<file path="config.mk">
export PLATFORM = sky130hd
export DESIGN_NAME = cyrillic_escape_to_utf8
export DESIGN_NICKNAME = d
export VERILOG_FILES = /design/src/rtl/core/cesc_pkg.sv /design/src/rtl/core/cesc_window.sv /design/src/rtl/core/cesc_outbuf.sv /design/src/rtl/core/cyrillic_escape_to_utf8.sv
export SDC_FILE = /design/constraint.sdc
export NUM_CORES = 1
export LEC_CHECK = 0
export BUFFER_PORTS_ARGS = -buffer_cell sky130_fd_sc_hd__buf_2
export CAP_MARGIN = 5
export CORE_UTILIZATION = 50
export DETAILED_ROUTE_END_ITERATION = 12
export PLACE_DENSITY = 0.73
export SLEW_MARGIN = 20
export SYNTH_ARGS = -nofsm -noshare
export SYNTH_HDL_FRONTEND = slang
export SYNTH_HIERARCHICAL = 1
export SYNTH_SLANG_ARGS = --single-unit
</file>
<file path="constraint.sdc">
create_clock -name aclk -period 4.7 [get_ports aclk]
set_input_delay 0 -clock aclk [delete_from_list [all_inputs] [get_ports aclk]]
set_output_delay 0 -clock aclk [all_outputs]
set_load 0.03 [all_outputs]
</file>
<file path="src/rtl/core/cesc_pkg.sv">
`timescale 1ns / 1ps
// ----------------------------------------------------------------------------
// cesc_pkg
// Types and constants shared by the escape-to-UTF-8 decoder modules.
// ----------------------------------------------------------------------------
package cesc_pkg;

    // Window geometry: five held bytes plus the incoming one
    localparam int WIN_LEN  = 6;
    localparam int HOLD_LEN = 5;
    localparam int CNT_W    = 3;

    // Characters of the escape prefix
    localparam logic [7:0] CH_BSLASH = 8'h5C;
    localparam logic [7:0] CH_U      = 8'h75;
    localparam logic [7:0] CH_ZERO   = 8'h30;
    localparam logic [7:0] CH_FOUR   = 8'h34;
    localparam logic [7:0] CH_NINE   = 8'h39;
    localparam logic [7:0] CH_LA     = 8'h61;
    localparam logic [7:0] CH_LF     = 8'h66;

    // UTF-8 bytes for code points 0x400..0x47F
    localparam logic [7:0] LEAD_LO    = 8'hD0;
    localparam logic [7:0] LEAD_HI    = 8'hD1;
    localparam logic [7:0] TRAIL_BASE = 8'h80;

    typedef logic [7:0] byte_t;

    typedef struct packed {
        logic [7:0] in_byte;
        logic       in_final;
    } in_t;

    typedef struct packed {
        logic [7:0] out_byte;
        logic       run_last;
        logic       stream_end;
    } out_t;

    // Result group of one input item, oldest result in entry 0
    typedef struct packed {
        byte_t [WIN_LEN-1:0] res_bytes;
        logic [CNT_W-1:0]    cnt;
        logic                fin;
    } res_t;

    typedef struct packed {
        logic       ok;
        logic [3:0] nib;
    } hex_t;

    // Decode one lowercase hex digit
    function automatic hex_t hex_lower(input logic [7:0] c);
        hex_t h;
        h.ok  = 1'b0;
        h.nib = 4'd0;
        if (c >= CH_ZERO && c <= CH_NINE) begin
            h.ok  = 1'b1;
            h.nib = 4'(c - CH_ZERO);
        end else if (c >= CH_LA && c <= CH_LF) begin
            h.ok  = 1'b1;
            h.nib = 4'(c - CH_LA + 8'd10);
        end
        return h;
    endfunction

endpackage

</file>
<file path="src/rtl/core/cesc_window.sv">
`timescale 1ns / 1ps
// ----------------------------------------------------------------------------
// cesc_window
// Holds up to five pending bytes, matches the six-byte escape window and
// builds the result group of each accepted byte.
// ----------------------------------------------------------------------------
module cesc_window (
    input  logic           aclk,
    input  logic           aresetn,
    input  logic           load,
    input  cesc_pkg::in_t  item,
    output cesc_pkg::res_t res
);

    localparam int CNT_W = cesc_pkg::CNT_W;

    cesc_pkg::byte_t [cesc_pkg::HOLD_LEN-1:0] pend_reg, pend_next;
    logic [cesc_pkg::CNT_W-1:0]               cnt_reg, cnt_next;

    cesc_pkg::byte_t [cesc_pkg::WIN_LEN-1:0]  win;
    cesc_pkg::hex_t                           hi_h, lo_h;
    logic                                     full, prefix_ok, in_set, match;
    cesc_pkg::byte_t                          lead, trail;

    // Assemble the window: held bytes, then the incoming byte
    always_comb begin
        for (int i = 0; i < cesc_pkg::HOLD_LEN; i++) begin
            win[i] = (CNT_W'(i) < cnt_reg) ? pend_reg[i] : item.in_byte;
        end
        win[cesc_pkg::WIN_LEN-1] = item.in_byte;
    end

    // Match the escape pattern on a full window
    assign full      = (cnt_reg == CNT_W'(cesc_pkg::HOLD_LEN));
    assign prefix_ok = (win[0] == cesc_pkg::CH_BSLASH) && (win[1] == cesc_pkg::CH_U)
                    && (win[2] == cesc_pkg::CH_ZERO)   && (win[3] == cesc_pkg::CH_FOUR);
    assign hi_h      = cesc_pkg::hex_lower(win[4]);
    assign lo_h      = cesc_pkg::hex_lower(win[5]);
    assign in_set    = ((hi_h.nib >= 4'd1) && (hi_h.nib <= 4'd4))
                    || ((lo_h.nib == 4'd1) && ((hi_h.nib == 4'd0) || (hi_h.nib == 4'd5)));
    assign match     = full && prefix_ok && hi_h.ok && lo_h.ok && in_set;

    // Code points below 0x440 lead with D0, the rest with D1
    assign lead  = (hi_h.nib < 4'd4) ? cesc_pkg::LEAD_LO : cesc_pkg::LEAD_HI;
    assign trail = cesc_pkg::TRAIL_BASE | {2'b00, hi_h.nib[1:0], lo_h.nib};

    // Build the result group
    always_comb begin
        res.res_bytes = win;
        res.fin       = item.in_final;
        priority if (match) begin
            res.res_bytes[0] = lead;
            res.res_bytes[1] = trail;
            res.cnt          = CNT_W'(2);
        end else if (item.in_final) begin
            res.cnt = cnt_reg + CNT_W'(1);
        end else if (full) begin
            res.cnt = CNT_W'(1);
        end else begin
            res.cnt = '0;
        end
    end

    // Advance the pending window
    always_comb begin
        pend_next = pend_reg;
        cnt_next  = cnt_reg;
        if (load) begin
            priority if (match || item.in_final) begin
                cnt_next = '0;
            end else if (full) begin
                for (int j = 0; j < cesc_pkg::HOLD_LEN; j++) begin
                    pend_next[j] = win[j+1];
                end
            end else begin
                pend_next[cnt_reg] = item.in_byte;
                cnt_next           = cnt_reg + CNT_W'(1);
            end
        end
    end

    always_ff @(posedge aclk) begin
        if (!aresetn) begin
            cnt_reg <= '0;
        end else begin
            cnt_reg <= cnt_next;
        end
        pend_reg <= pend_next;
    end

`ifndef NO_ASSERTIONS
    a_cnt_range: assert property (@(posedge aclk) disable iff (!aresetn)
        cnt_reg <= CNT_W'(cesc_pkg::HOLD_LEN))
        else $error("pending count above hold depth");

    a_match_clears: assert property (@(posedge aclk) disable iff (!aresetn)
        load && match |=> cnt_reg == '0)
        else $error("window not cleared after a match");

    a_full_slides: assert property (@(posedge aclk) disable iff (!aresetn)
        load && full && !match && !item.in_final |=> cnt_reg == CNT_W'(cesc_pkg::HOLD_LEN))
        else $error("full window did not slide");
`endif

endmodule

</file>
<file path="src/rtl/core/cesc_outbuf.sv">
`timescale 1ns / 1ps
// ----------------------------------------------------------------------------
// cesc_outbuf
// Result register: takes one result group and drains it one byte per
// transfer on the result channel.
// ----------------------------------------------------------------------------
module cesc_outbuf (
    input  logic           aclk,
    input  logic           aresetn,
    input  logic           load,
    input  cesc_pkg::res_t res,
    output logic           take_ok,
    output logic           m_valid,
    input  logic           m_ready,
    output cesc_pkg::out_t m_data
);

    localparam int CNT_W = cesc_pkg::CNT_W;

    cesc_pkg::byte_t [cesc_pkg::WIN_LEN-1:0] buf_reg, buf_next;
    logic [CNT_W-1:0]                        left_reg, left_next;
    logic                                    fin_reg, fin_next;
    logic                                    pop;

    // Present the head byte
    assign m_valid             = (left_reg != '0);
    assign m_data.out_byte     = buf_reg[0];
    assign m_data.run_last     = (left_reg == CNT_W'(1));
    assign m_data.stream_end   = (left_reg == CNT_W'(1)) && fin_reg;
    assign pop                 = m_valid && m_ready;

    // Take a new group once the current one is gone by the end of this cycle
    assign take_ok = (left_reg == '0) || ((left_reg == CNT_W'(1)) && m_ready);

    // Shift out on transfer, reload on a new group
    always_comb begin
        buf_next  = buf_reg;
        left_next = left_reg;
        fin_next  = fin_reg;
        if (pop) begin
            for (int i = 0; i < cesc_pkg::WIN_LEN - 1; i++) begin
                buf_next[i] = buf_reg[i+1];
            end
            left_next = left_reg - CNT_W'(1);
        end
        if (load) begin
            buf_next  = res.res_bytes;
            left_next = res.cnt;
            fin_next  = res.fin;
        end
    end

    always_ff @(posedge aclk) begin
        if (!aresetn) begin
            left_reg <= '0;
        end else begin
            left_reg <= left_next;
        end
        buf_reg <= buf_next;
        fin_reg <= fin_next;
    end

`ifndef NO_ASSERTIONS
    a_left_range: assert property (@(posedge aclk) disable iff (!aresetn)
        left_reg <= CNT_W'(cesc_pkg::WIN_LEN))
        else $error("result count above window length");

    a_hold_on_stall: assert property (@(posedge aclk) disable iff (!aresetn)
        m_valid && !m_ready |=> $stable(left_reg) && $stable(buf_reg[0]))
        else $error("result changed while stalled");

    a_load_shows: assert property (@(posedge aclk) disable iff (!aresetn)
        load && (res.cnt != '0) |=> m_valid)
        else $error("loaded result group not presented");
`endif

endmodule

</file>
<file path="src/rtl/core/cyrillic_escape_to_utf8.sv">
`timescale 1ns / 1ps
// ----------------------------------------------------------------------------
// cyrillic_escape_to_utf8
// Replaces \u04XX escapes of Cyrillic letters in a byte stream by UTF-8.
// ----------------------------------------------------------------------------
// Usage:
//   s_ channel carries one text byte per transfer plus an end-of-string flag.
//   m_ channel carries output bytes; run_last marks the last byte caused by
//   one input transfer, stream_end the last byte of the whole string.
//   A byte that completes a matching six-byte escape yields two bytes; a
//   byte that fills a non-matching window yields the oldest held byte; other
//   bytes yield nothing until the end flag, which flushes every held byte.
// Output: a result is registered and appears on m_ the cycle after its input.
// Throughput: one input byte per cycle while each input yields at most one
//   result and m_ready is high; an input yielding N results holds s_ready low
//   until the result register, draining a byte per transfer, has one left.
// Reset: aresetn (synchronous, active low) empties the held window and the
//   result register.
// Stall: while m_ready is low the head result holds, and s_ready stays low
//   once the pending result group cannot drain in the current cycle.
// ----------------------------------------------------------------------------
module cyrillic_escape_to_utf8 (
    input  logic           aclk,
    input  logic           aresetn,
    input  logic           s_valid,
    output logic           s_ready,
    input  cesc_pkg::in_t  s_data,
    output logic           m_valid,
    input  logic           m_ready,
    output cesc_pkg::out_t m_data
);

    cesc_pkg::res_t res;
    logic           load;

    // Accept an input transfer when the result register frees up
    assign load = s_valid && s_ready;

    cesc_window u_window (
        .aclk    (aclk),
        .aresetn (aresetn),
        .load    (load),
        .item    (s_data),
        .res     (res)
    );

    cesc_outbuf u_outbuf (
        .aclk    (aclk),
        .aresetn (aresetn),
        .load    (load),
        .res     (res),
        .take_ok (s_ready),
        .m_valid (m_valid),
        .m_ready (m_ready),
        .m_data  (m_data)
    );

endmodule

</file>
==> out/metrics.csv <==
metric,value,unit
Inst Count DP,594,
die width,108,um
CP max stage delay,570,ps
critical path depth,12,
WS Path Type,reg2reg,
outcome,"finished, final reports clean",
Routed WL per cell,21.0,um
die height,108,um
Post-synth top flop,edfxtp_1,
Die ar.,11600,um2
starting density of the core,0.515,
Synth top area share,0.479,
vias in the first global route,3879,
Worst Path Buf+Inv,1,
Synth cell types,63,
clock sink count,95,
register area share after synthesis,0.501,
DRT Wirelength,12.9,mm
CTS Buf Count,9,
worst skew pair latency,370,ps
fmax,0.235,GHz
Least-Margin Pin Slew,1030,ps
Vias,3915,
synthesized area,5580,um2
Yosys warnings,6,
setup violators final,0,
Clock Path Buffers,2,
Max VDD drop,0.000472,V
FF-to-FF path depth,12,
RR Startpoint,u_window/cnt_reg[0]$_SDFFE_PN0P_,
# nets final,493,
dpl hpwl,8.48,mm
Site Rows,38,
CP max FO,10,
dominant cell type by area after synthesis,edfxtp_1,
Register-to-Register Setup Slack,450,ps
setup TNS,0,ps
Power Dens Cells,516,nW/um2
leak pwr,2.12,nW
cell family with most CP delay,compound AO/OA/AOI/OAI gates,
combinational family with the most area after synthesis,compound AO/OA/AOI/OAI gates,
port buffer count,24,
share of cells above drive strength 1,0.262,
Mapped Avg Cell Area,11.9,um2
CP endpoint,u_window/pend_reg[34]$_DFFE_PP_,
Slew Limit Headroom,0.309,
mux contribution to synthesized area,0.143,
Max Clock Skew,11.2,ps
Mapped Nets,495,
Starting DRT DRC Count,266,
synthesis-to-layout area growth,5.50,%
crit path time final,4250,ps
residual DRC count,0,
Worst-path clk slew,90,ps
Final Hold Fails,0,
"Setup Fix Bufs, Post-CTS",0,
post-route clock period utilization,0.905,
fillcell total,917,
global placer's final weighted congestion,0.898,
Synth area leaders,"edfxtp_1, mux2_2, a22o_1, ha_1, buf_4",
Cells after Synth,470,
H-tree depth,3,
Detail Route Antenna Nets,0,
Synth Area in Compound Gates,0.150,
first-pass GRT wire length,20.3,mm
# IOs,25,
diode count,0,
pin count of the biggest net entering global routing,62,
adder-cell share of the synthesized area,0.0269,
Root Buffer,clkbuf_8,
RSZ-0062 raised after global routing,false,
initial antenna violation count,0,
"Arr. time, crit path",4310,ps
Max-Cap Viols,0,
reg2reg end,u_window/pend_reg[34]$_DFFE_PP_,
CP Launch Type,flop,
simple-gate share of the synthesized area,0.110,
CP endpoint kind,flop,
CP Data Required Time,4750,ps
Post-synth EDFFs,89,
Seq cells post-synth,95,
top post-synthesis cells by count,"edfxtp_1, mux2_2, nand2_1",
Post-Synth XOR/XNOR Area,0.00471,
CP max stage cell,dfxtp_1,
first-pass iteration count of the detailed router,5,
Total Routing Usage GR,0.235,
grt ovf,0,
HP Class,in2reg,
CP cell instances,"o21a_1, mux2i_1, ha_1, o21bai_1, a2111oi_2, nor3b_1, xnor2_1, a2111oi_0, a221oi_2, buf_4, nor2_1, and3_1",
final slew viol count,0,
ys async rst share,0,
CTS tree,built,
crit path launch,u_window/cnt_reg[0]$_SDFFE_PN0P_,
top-count cell post-synth,edfxtp_1,
DR vias/cell,6.39,
Core ar.,10800,um2
fin cells,613,
cell type report:
| type | count | area (um2) | share of cell area |
|---|---|---|---|
| sequential | 95 | 2790 | 0.475 |
| multi-input combinational | 309 | 2430 | 0.414 |
| timing repair buffer | 37 | 225 | 0.0383 |
| tap | 140 | 175 | 0.0298 |
| clock buffer | 10 | 128 | 0.0217 |
| clock inverter | 6 | 68.8 | 0.0117 |
| inverter | 16 | 60.1 | 0.0102 |
timing repair:
item,CTS,global route
setup endpoints to repair,0,45
resized for setup,0,3
hold buffers,3,0
endpoints found under the hold margin,6,0
cells by family (layout without fill, tap and decap cells):
logic type	Yosys count	count (layout)
adders and majority gates	12	12
and+or+nand+nor	109	109
muxes	72	72
xor gates and xnor gates	3	3
buffers and inverters	66	69
AOI/OAI and AO/OA	113	113
DFF	95	95
worst min-delay path by stage:
stage,startpoint,endpoint,cells after the start
5_1_grt,s_data[7],u_outbuf/buf_reg[46]$_DFFE_PP_,1
2_1_floorplan,aresetn,u_outbuf/left_reg[2]$_SDFFE_PN0P_,2
3_3_place_gp,s_data[0],u_outbuf/fin_reg$_DFFE_PP_,1
4_1_cts,s_data[6],u_outbuf/buf_reg[45]$_DFFE_PP_,1
3_5_place_dp,s_data[0],u_outbuf/fin_reg$_DFFE_PP_,1
6_report,s_data[6],u_outbuf/buf_reg[45]$_DFFE_PP_,1
layer usage:
layer / vias to the layer above / wire length [um] / GRT usage
met5: - / 0 / 0
met4: 0 / 297 / 0.0939
met3: 24 / 1060 / 0.0502
met2: 199 / 6160 / 0.371
met1: 1910 / 5380 / 0.316
li1: 1782 / - / -
where the power goes:
group          leakage [nW]  switching [mW]  internal (mW)
clock network        0.0968           0.290          0.249
registers             0.894          0.0928           1.32
logic                  1.13           0.653          0.434
total                  2.12            1.04           2.00
through the flow:
stage | instance area, um2 | setup WS [ps] | power, mW | utilization | hold WS, ps
after floorplan | 5580 | 234 | 2.33 | - | 138
after global placement | 5650 | 465 | 2.48 | 0.521 | 323
after detailed placement | 5650 | 132 | 2.52 | 0.521 | 317
after CTS | 5880 | 101 | 3.06 | 0.542 | 47.0
after global routing | 5880 | 44.2 | 3.20 | 0.543 | 54.3
final | 5880 | 446 | 3.04 | 0.543 | 64.8
cells in the final DEF (no fill, tap or decap), types with 4 or more instances in the layout:
master,Yosys,final
nor4_1,5,5
a22oi_1,17,17
nor3_1,6,6
a21oi_1,18,18
edfxtp_1,89,89
o21ai_0,12,12
nor3b_1,4,4
dfxtp_1,6,5
o22ai_1,11,11
buf_2,3,24
inv_1,16,16
a21o_1,4,4
buf_4,19,10
nand2_1,26,25
mux2_2,60,60
ha_1,12,12
mux2i_1,12,12
nand3_1,4,4
a22o_1,22,22
clkbuf_8,0,9
and3_1,5,5
nor2_1,21,21
and2_1,13,12
Power figures use the tool's default switching activity.
